$ cat config.mk
export PLATFORM = sky130hd
export DESIGN_NAME = imu_frame_parser
export DESIGN_NICKNAME = d
export VERILOG_FILES = /design/src/hdl/imufp_pkg.sv /design/src/hdl/imufp_collect.sv /design/src/hdl/imufp_out.sv /design/src/hdl/imu_frame_parser.sv
export SDC_FILE = /design/constraint.sdc
export NUM_CORES = 1
export LEC_CHECK = 0
export ABC_AREA = 0
export BUFFER_PORTS_ARGS = -buffer_cell sky130_fd_sc_hd__buf_2
export CAP_MARGIN = 0
export CORE_ASPECT_RATIO = 0.7
export CORE_UTILIZATION = 45
export CTS_CLUSTER_DIAMETER = 80
export CTS_CLUSTER_SIZE = 25
export DETAILED_ROUTE_END_ITERATION = 8
export GPL_TIMING_DRIVEN = 0
export HOLD_SLACK_MARGIN = 0.12
export PLACE_DENSITY = 0.71
export SLEW_MARGIN = 20
export SYNTH_ARGS = -nofsm -noshare
export SYNTH_HDL_FRONTEND = slang
export SYNTH_SLANG_ARGS = --single-unit
$ cat constraint.sdc
create_clock -name aclk -period 10.9 [get_ports aclk]
set_clock_uncertainty 0.15 [all_clocks]
set_input_delay 1.09 -clock aclk [delete_from_list [all_inputs] [get_ports aclk]]
set_output_delay 1.09 -clock aclk [all_outputs]
set_load 0.1 [all_outputs]
$ cat src/hdl/imufp_pkg.sv
// ----------------------------------------------------------------------------
// imufp_pkg
// Shared types and constants of the IMU frame parser: register indexes,
// reset values, frame class codes and the frame record handed between stages.
// ----------------------------------------------------------------------------
package imufp_pkg;

    localparam int unsigned ByteW     = 8;
    localparam int unsigned DataBytes = 9;
    localparam int unsigned CountW    = 4;
    localparam int unsigned CfgIdxW   = 8;

    localparam logic [ByteW-1:0] HEADER_RESET = 8'h55;
    localparam logic [ByteW-1:0] ACCEL_RESET  = 8'h51;
    localparam logic [ByteW-1:0] GYRO_RESET   = 8'h52;
    localparam logic [ByteW-1:0] ANGLE_RESET  = 8'h53;

    // checksum byte arrives once this many data bytes are stored
    localparam logic [CountW-1:0] CHECK_COUNT = CountW'(DataBytes);

    typedef enum logic [CfgIdxW-1:0] {
        REG_HEADER = 8'd0,
        REG_ACCEL  = 8'd1,
        REG_GYRO   = 8'd2,
        REG_ANGLE  = 8'd3
    } cfg_reg_t;

    typedef enum logic [1:0] {
        CLASS_ACCEL = 2'd0,
        CLASS_GYRO  = 2'd1,
        CLASS_ANGLE = 2'd2,
        CLASS_OTHER = 2'd3
    } frame_class_t;

    typedef struct packed {
        logic [ByteW-1:0]   frame_type;
        logic signed [15:0] first_value;
        logic signed [15:0] second_value;
        logic signed [15:0] third_value;
        logic signed [15:0] temperature_raw;
    } frame_t;

    typedef struct packed {
        logic              in_frame;
        logic              at_check;
        logic [CountW-1:0] count;
    } collect_status_t;

endpackage

$ cat src/hdl/imufp_collect.sv
// ----------------------------------------------------------------------------
// imufp_collect
// Header hunt, byte collection and running checksum for one frame.
// Flags a good frame in the cycle its checksum word is accepted.
// ----------------------------------------------------------------------------
module imufp_collect (
    input  logic                        aclk,
    input  logic                        aresetn,
    input  logic                        byte_accept,
    input  logic [imufp_pkg::ByteW-1:0] rx_byte,
    input  logic [imufp_pkg::ByteW-1:0] header_byte,
    output logic                        frame_hit,
    output imufp_pkg::frame_t           frame,
    output imufp_pkg::collect_status_t  status
);
    import imufp_pkg::*;

    logic              in_frame_reg, in_frame_next;
    logic [CountW-1:0] count_reg, count_next;
    logic [ByteW-1:0]  sum_reg, sum_next;
    logic [ByteW-1:0]  bytes_reg [DataBytes];
    logic              at_check;

    // a count of nine or more means this word is the checksum
    assign at_check = in_frame_reg && (count_reg >= CHECK_COUNT);

    always_comb begin
        in_frame_next = in_frame_reg;
        count_next    = count_reg;
        sum_next      = sum_reg;
        frame_hit     = 1'b0;
        if (byte_accept) begin
            if (!in_frame_reg) begin
                if (rx_byte == header_byte) begin
                    in_frame_next = 1'b1;
                    count_next    = '0;
                    sum_next      = header_byte;
                end
            end else if (at_check) begin
                in_frame_next = 1'b0;
                count_next    = '0;
                frame_hit     = (sum_reg == rx_byte);
            end else begin
                sum_next   = sum_reg + rx_byte;
                count_next = count_reg + CountW'(1);
            end
        end
    end

    always_ff @(posedge aclk) begin
        if (!aresetn) begin
            in_frame_reg <= 1'b0;
            count_reg    <= '0;
            sum_reg      <= '0;
        end else begin
            in_frame_reg <= in_frame_next;
            count_reg    <= count_next;
            sum_reg      <= sum_next;
        end
    end

    // data store: each entry loads when the count points at it
    always_ff @(posedge aclk) begin
        for (int i = 0; i < DataBytes; i++) begin
            if (byte_accept && in_frame_reg && !at_check && (count_reg == CountW'(i))) begin
                bytes_reg[i] <= rx_byte;
            end
        end
    end

    assign frame.frame_type      = bytes_reg[0];
    assign frame.first_value     = {bytes_reg[2], bytes_reg[1]};
    assign frame.second_value    = {bytes_reg[4], bytes_reg[3]};
    assign frame.third_value     = {bytes_reg[6], bytes_reg[5]};
    assign frame.temperature_raw = {bytes_reg[8], bytes_reg[7]};

    assign status.in_frame = in_frame_reg;
    assign status.at_check = at_check;
    assign status.count    = count_reg;

endmodule

$ cat src/hdl/imufp_out.sv
// ----------------------------------------------------------------------------
// imufp_out
// Frame classification and the result register of the output channel.
// ----------------------------------------------------------------------------
module imufp_out (
    input  logic                         aclk,
    input  logic                         aresetn,
    input  logic                         frame_hit,
    input  imufp_pkg::frame_t            frame,
    input  logic [imufp_pkg::ByteW-1:0]  accel_type_code,
    input  logic [imufp_pkg::ByteW-1:0]  gyro_type_code,
    input  logic [imufp_pkg::ByteW-1:0]  angle_type_code,
    input  logic                         m_ready,
    output logic                         m_valid,
    output logic [imufp_pkg::ByteW-1:0]  m_frame_type,
    output logic [1:0]                   m_frame_class,
    output logic signed [15:0]           m_first_value,
    output logic signed [15:0]           m_second_value,
    output logic signed [15:0]           m_third_value,
    output logic signed [15:0]           m_temperature_raw
);
    import imufp_pkg::*;

    logic         valid_reg;
    frame_class_t class_next;
    frame_class_t class_reg;
    frame_t       frame_reg;

    // equal codes resolve by priority: accel, gyro, angle
    always_comb begin
        priority if (frame.frame_type == accel_type_code) begin
            class_next = CLASS_ACCEL;
        end else if (frame.frame_type == gyro_type_code) begin
            class_next = CLASS_GYRO;
        end else if (frame.frame_type == angle_type_code) begin
            class_next = CLASS_ANGLE;
        end else begin
            class_next = CLASS_OTHER;
        end
    end

    always_ff @(posedge aclk) begin
        if (!aresetn) begin
            valid_reg <= 1'b0;
        end else if (frame_hit) begin
            valid_reg <= 1'b1;
        end else if (m_ready) begin
            valid_reg <= 1'b0;
        end
    end

    always_ff @(posedge aclk) begin
        if (frame_hit) begin
            frame_reg <= frame;
            class_reg <= class_next;
        end
    end

    assign m_valid           = valid_reg;
    assign m_frame_type      = frame_reg.frame_type;
    assign m_frame_class     = class_reg;
    assign m_first_value     = frame_reg.first_value;
    assign m_second_value    = frame_reg.second_value;
    assign m_third_value     = frame_reg.third_value;
    assign m_temperature_raw = frame_reg.temperature_raw;

endmodule

$ cat src/hdl/imu_frame_parser.sv
// ----------------------------------------------------------------------------
// imu_frame_parser
// Byte-serial parser for 11-byte sensor frames with an 8-bit sum checksum.
// ----------------------------------------------------------------------------
// Takes one received word per cycle unless stalled. After the header byte it
// stores a type byte and eight payload bytes and keeps a running sum; the
// eleventh byte is compared with that sum, and a good frame appears on the
// result channel in the cycle after its checksum word is accepted, with its
// class, three signed little-endian values and the raw temperature. Bad frames
// are dropped silently. The only stall is a checksum word arriving while the
// result register still holds a frame the sink has not taken. The user must
// write cfg port registers only while idle; the block does not enforce it.
module imu_frame_parser (
    input  logic                          aclk,
    input  logic                          aresetn,
    input  logic                          cfg_wr_en,
    input  logic [imufp_pkg::CfgIdxW-1:0] cfg_index,
    input  logic [imufp_pkg::ByteW-1:0]   cfg_wr_data,
    input  logic                          s_valid,
    output logic                          s_ready,
    input  logic [imufp_pkg::ByteW-1:0]   s_rx_byte,
    output logic                          m_valid,
    input  logic                          m_ready,
    output logic [imufp_pkg::ByteW-1:0]   m_frame_type,
    output logic [1:0]                    m_frame_class,
    output logic signed [15:0]            m_first_value,
    output logic signed [15:0]            m_second_value,
    output logic signed [15:0]            m_third_value,
    output logic signed [15:0]            m_temperature_raw
);
    import imufp_pkg::*;

    logic [ByteW-1:0] header_reg;
    logic [ByteW-1:0] accel_reg;
    logic [ByteW-1:0] gyro_reg;
    logic [ByteW-1:0] angle_reg;

    logic            byte_accept;
    logic            frame_hit;
    frame_t          frame;
    collect_status_t status;

    always_ff @(posedge aclk) begin
        if (!aresetn) begin
            header_reg <= HEADER_RESET;
            accel_reg  <= ACCEL_RESET;
            gyro_reg   <= GYRO_RESET;
            angle_reg  <= ANGLE_RESET;
        end else if (cfg_wr_en) begin
            unique case (cfg_index)
                REG_HEADER: header_reg <= cfg_wr_data;
                REG_ACCEL:  accel_reg  <= cfg_wr_data;
                REG_GYRO:   gyro_reg   <= cfg_wr_data;
                REG_ANGLE:  angle_reg  <= cfg_wr_data;
                default: ;
            endcase
        end
    end

    // only a checksum word can produce a result, so only it waits on the sink
    assign s_ready     = !status.at_check || !m_valid || m_ready;
    assign byte_accept = s_valid && s_ready;

    imufp_collect u_collect (
        .aclk        (aclk),
        .aresetn     (aresetn),
        .byte_accept (byte_accept),
        .rx_byte     (s_rx_byte),
        .header_byte (header_reg),
        .frame_hit   (frame_hit),
        .frame       (frame),
        .status      (status)
    );

    imufp_out u_out (
        .aclk              (aclk),
        .aresetn           (aresetn),
        .frame_hit         (frame_hit),
        .frame             (frame),
        .accel_type_code   (accel_reg),
        .gyro_type_code    (gyro_reg),
        .angle_type_code   (angle_reg),
        .m_ready           (m_ready),
        .m_valid           (m_valid),
        .m_frame_type      (m_frame_type),
        .m_frame_class     (m_frame_class),
        .m_first_value     (m_first_value),
        .m_second_value    (m_second_value),
        .m_third_value     (m_third_value),
        .m_temperature_raw (m_temperature_raw)
    );

    a_count_range: assert property (@(posedge aclk) disable iff (!aresetn)
        status.count <= CHECK_COUNT)
        else $error("byte count beyond checksum position");

    a_hunt_count: assert property (@(posedge aclk) disable iff (!aresetn)
        !status.in_frame |-> status.count == '0)
        else $error("byte count not cleared while hunting");

    a_result_source: assert property (@(posedge aclk) disable iff (!aresetn)
        $rose(m_valid) |-> $past(byte_accept && status.at_check))
        else $error("result without an accepted checksum word");

    a_frame_ends: assert property (@(posedge aclk) disable iff (!aresetn)
        byte_accept && status.at_check |=> !status.in_frame)
        else $error("frame not closed after checksum word");

endmodule
==> reports/summary.json <==
{
  "htree_num_levels": 4,
  "relative_max_transition_margin": 0.591,
  "antenna_cells": 0,
  "final-setup-viol-count": 0,
  "static-leakage-power_nw": 3.17,
  "synth.ff_latch_count": 192,
  "clock_tree.buffer_depth": 2,
  "dpl.cell_count": 755,
  "cellPowerDensity_nw_per_um2": 163,
  "tritoncts": "yes",
  "finalSetupTns_ps": 0,
  "setup_repair_after_global_routing_missed_its_margin": "no",
  "layout-drive-gt1-share": 0.266,
  "crit_type": "input port to flip-flop",
  "largest_register_ff_count": 72,
  "synth_edf_count": 146,
  "synth_cell_types": 53,
  "groute.usage.overall": 0.183,
  "reg2reg_from": "u_collect.sum_reg[4]",
  "detail_route.first_pass.iterations": 7,
  "routed_via_count": 4100,
  "cap_violations": 0,
  "kind_of_path_behind_the_tightest_hold_check": "flip-flop to flip-flop",
  "clkLatencyLatePin_ps": 430,
  "grtUsageMet3": 0.0564,
  "grt_start_max_net_pins": 53,
  "route.final.wire_length_um": 14100,
  "cts-buffers-inserted": 17,
  "antenna_found_initial": 0,
  "worst_r2r_path_depth": 6,
  "period_needed_ps": 3560,
  "footprint_of_the_multi_input_gates_um2": 1760,
  "ios": 105,
  "fp.dieW_um": 153,
  "finalInstanceArea_um2": 8510,
  "final_min_period_over_clock_period": 0.326,
  "hold_path_depth": 0,
  "clock.fmax_mhz": 281,
  "min_from": "u_collect.bytes_reg[3][5]",
  "hold_path_end": "u_out.m_second_value[5]",
  "tightest_slew_ps": 613,
  "avgSynthCellArea_um2": 15.9,
  "synthesis.yosys.warnings": 0,
  "detailedPlacementHpwl_um": 9580,
  "post_detailed_route_drc_marker_count": 13,
  "post_synth_inst_count": 451,
  "hold_viol_final": 0,
  "std_cell_rows": 38,
  "end_kind": "flip-flop",
  "peakVddDrop_v": 0.0000909,
  "top_reg_cell_synth": "edfxtp_1",
  "use_met1": 0.259,
  "design.die.area_um2": 16400,
  "setup.reg_to_reg.worst_slack_ps": 7970,
  "grt_pass1_vias": 4013,
  "worst-endpoint-required_ps": 10860,
  "regToRegEndpoint": "m_first_value[0]",
  "cts.repair_timing.setup_buffer_count": 0,
  "synth_sequential_area_ratio": 0.741,
  "synth_nets": 492,
  "dr.first_iter.drc_count": 297,
  "synth_async_sr_flop_share": 0,
  "register_area_um2": 5310,
  "grt_remaining_overflow": 0,
  "cts_sinks": 192,
  "failed_checks": "DRC",
  "critPathMaxFanout": 52,
  "io_buffer_count": 103,
  "route.detailed.vias_per_inst": 5.21,
  "die-height_um": 108,
  "cts_root_buf": "clkbuf_16",
  "grt_util_met2": 0.264,
  "placedInstanceArea_um2": 7960,
  "core_um2": 15500,
  "count_of_final_max_slew_check_failures": 0,
  "cts.repair.resized": 0,
  "layout.nets": 615,
  "grt_first_pass_wirelength_um": 22100,
  "outcome": "complete, but fails checks",
  "top_usage_layer": "met2",
  "post_synth_instance_area_um2": 7160,
  "synthToLayoutAreaGrowth_pct": 18.9,
  "start_util": 0.462,
  "final-instance-count-excl-fill": 787,
  "layout.filler_cells": 1250,
  "timing.critical_path.arrival_ps": 3520,
  "wl_per_cell_um": 18.0,
  "postRouteAntennaNets": 0,
  "postCtsHoldBufs": 0,
  "power_mw": 1.39,
  "place_congestion": 0.843,
  "reg_clk_slew_reported_paths_ps": 70,
  "critPathLaunchType": "input port"
}
-- power breakdown --
group	switching (mW)	total, mW	internal [mW]
clock network	0.279	0.579	0.300
registers	0.000253	0.781	0.780
logic	0.0216	0.0306	0.00905
-- critical path, cell delays in order --
cell and delay, ps:
buf_2 270, ha_1 280, buf_2 180, or4_1 550, nor4_1 280, and3_4 510, buf_16 290
-- placed cells by master, fill, tap and decap left out, types with 4 or more instances in the layout --
master	netlist	routed
nor4_1	7	7
nand4_1	8	8
edfxtp_1	146	146
inv_1	9	9
clkbuf_16	0	17
xor2_1	26	26
nor3_1	6	6
mux2i_1	36	36
and2_1	8	8
a21oi_1	17	17
a211oi_1	6	6
nand2_1	24	24
o211ai_1	4	4
o21ai_0	4	4
nor2_1	24	24
dfxtp_1	46	46
ha_1	11	11
nand3_1	6	6
clkbuf_1	6	7
xnor2_1	9	9
nor2b_1	4	4
buf_2	5	108
inv_8	0	4
-- layer usage --
layer | wire length [um] | vias to the layer above | share of wire
met5 | 0 | - | 0
met4 | 238 | 0 | 0.017
met3 | 1060 | 22 | 0.075
met2 | 6100 | 160 | 0.43
met1 | 6740 | 1967 | 0.48
li1 | - | 1951 | -
-- layout make-up --
| class | instances | share of cell area |
|---|---|---|
| sequential | 192 | 0.623 |
| inverter | 9 | 0.00397 |
| timing repair buffer | 104 | 0.0638 |
| clock buffer | 18 | 0.0504 |
| multi-input combinational | 237 | 0.207 |
| clock inverter | 14 | 0.0146 |
| buffer | 13 | 0.00779 |
| tap | 200 | 0.0294 |
-- per-stage QoR --
step,utilization,setup WS [ps],hold slack (ps)
floorplan,-,6330,250
global placement,0.511,5150,251
detailed placement,0.513,6920,255
CTS,0.549,7350,271
global route,0.549,7220,275
finish,0.549,7340,270
-- worst max path at each step --
stage                       startpoint                 to
after floorplan           s_rx_byte[4]   m_first_value[0]
after global placement    s_rx_byte[4]  m_first_value[13]
after detailed placement  s_rx_byte[4]   m_first_value[4]
after CTS                 s_rx_byte[4]   m_first_value[1]
after global routing      s_rx_byte[4]   m_first_value[0]
final                     s_rx_byte[4]   m_first_value[0]
-- synth_stat cells, drive strengths merged (4+ instances only) --
library cell,instances,share of area
nor2,24,0.013
a21oi,17,0.012
clkbuf,6,0.0031
mux2i,36,0.050
o211ai,4,0.0042
xor2,26,0.032
a211oi,6,0.0063
edfxtp,146,0.61
xnor2,9,0.011
ha,11,0.019
nand3,7,0.0056
o21ai,4,0.0028
nor3,8,0.0079
and2,9,0.0082
nand2,26,0.015
buf,7,0.0061
dfxtp,46,0.13
nor2b,4,0.0035
inv,9,0.0047
nand4,9,0.0087
nor4,7,0.0061
-- cell families after synthesis --
kind of cell | after synthesis | synth area share
AO/OA/AOI/OAI | 49 | 0.0474
XOR/XNOR | 35 | 0.0428
adder cells (fa/ha/maj) | 12 | 0.0220
buffers and inverters | 22 | 0.0140
flip-flops | 192 | 0.741
multiplexers | 36 | 0.0503
AND/OR/NAND/NOR | 105 | 0.0823
Power figures use the tool's default switching activity.
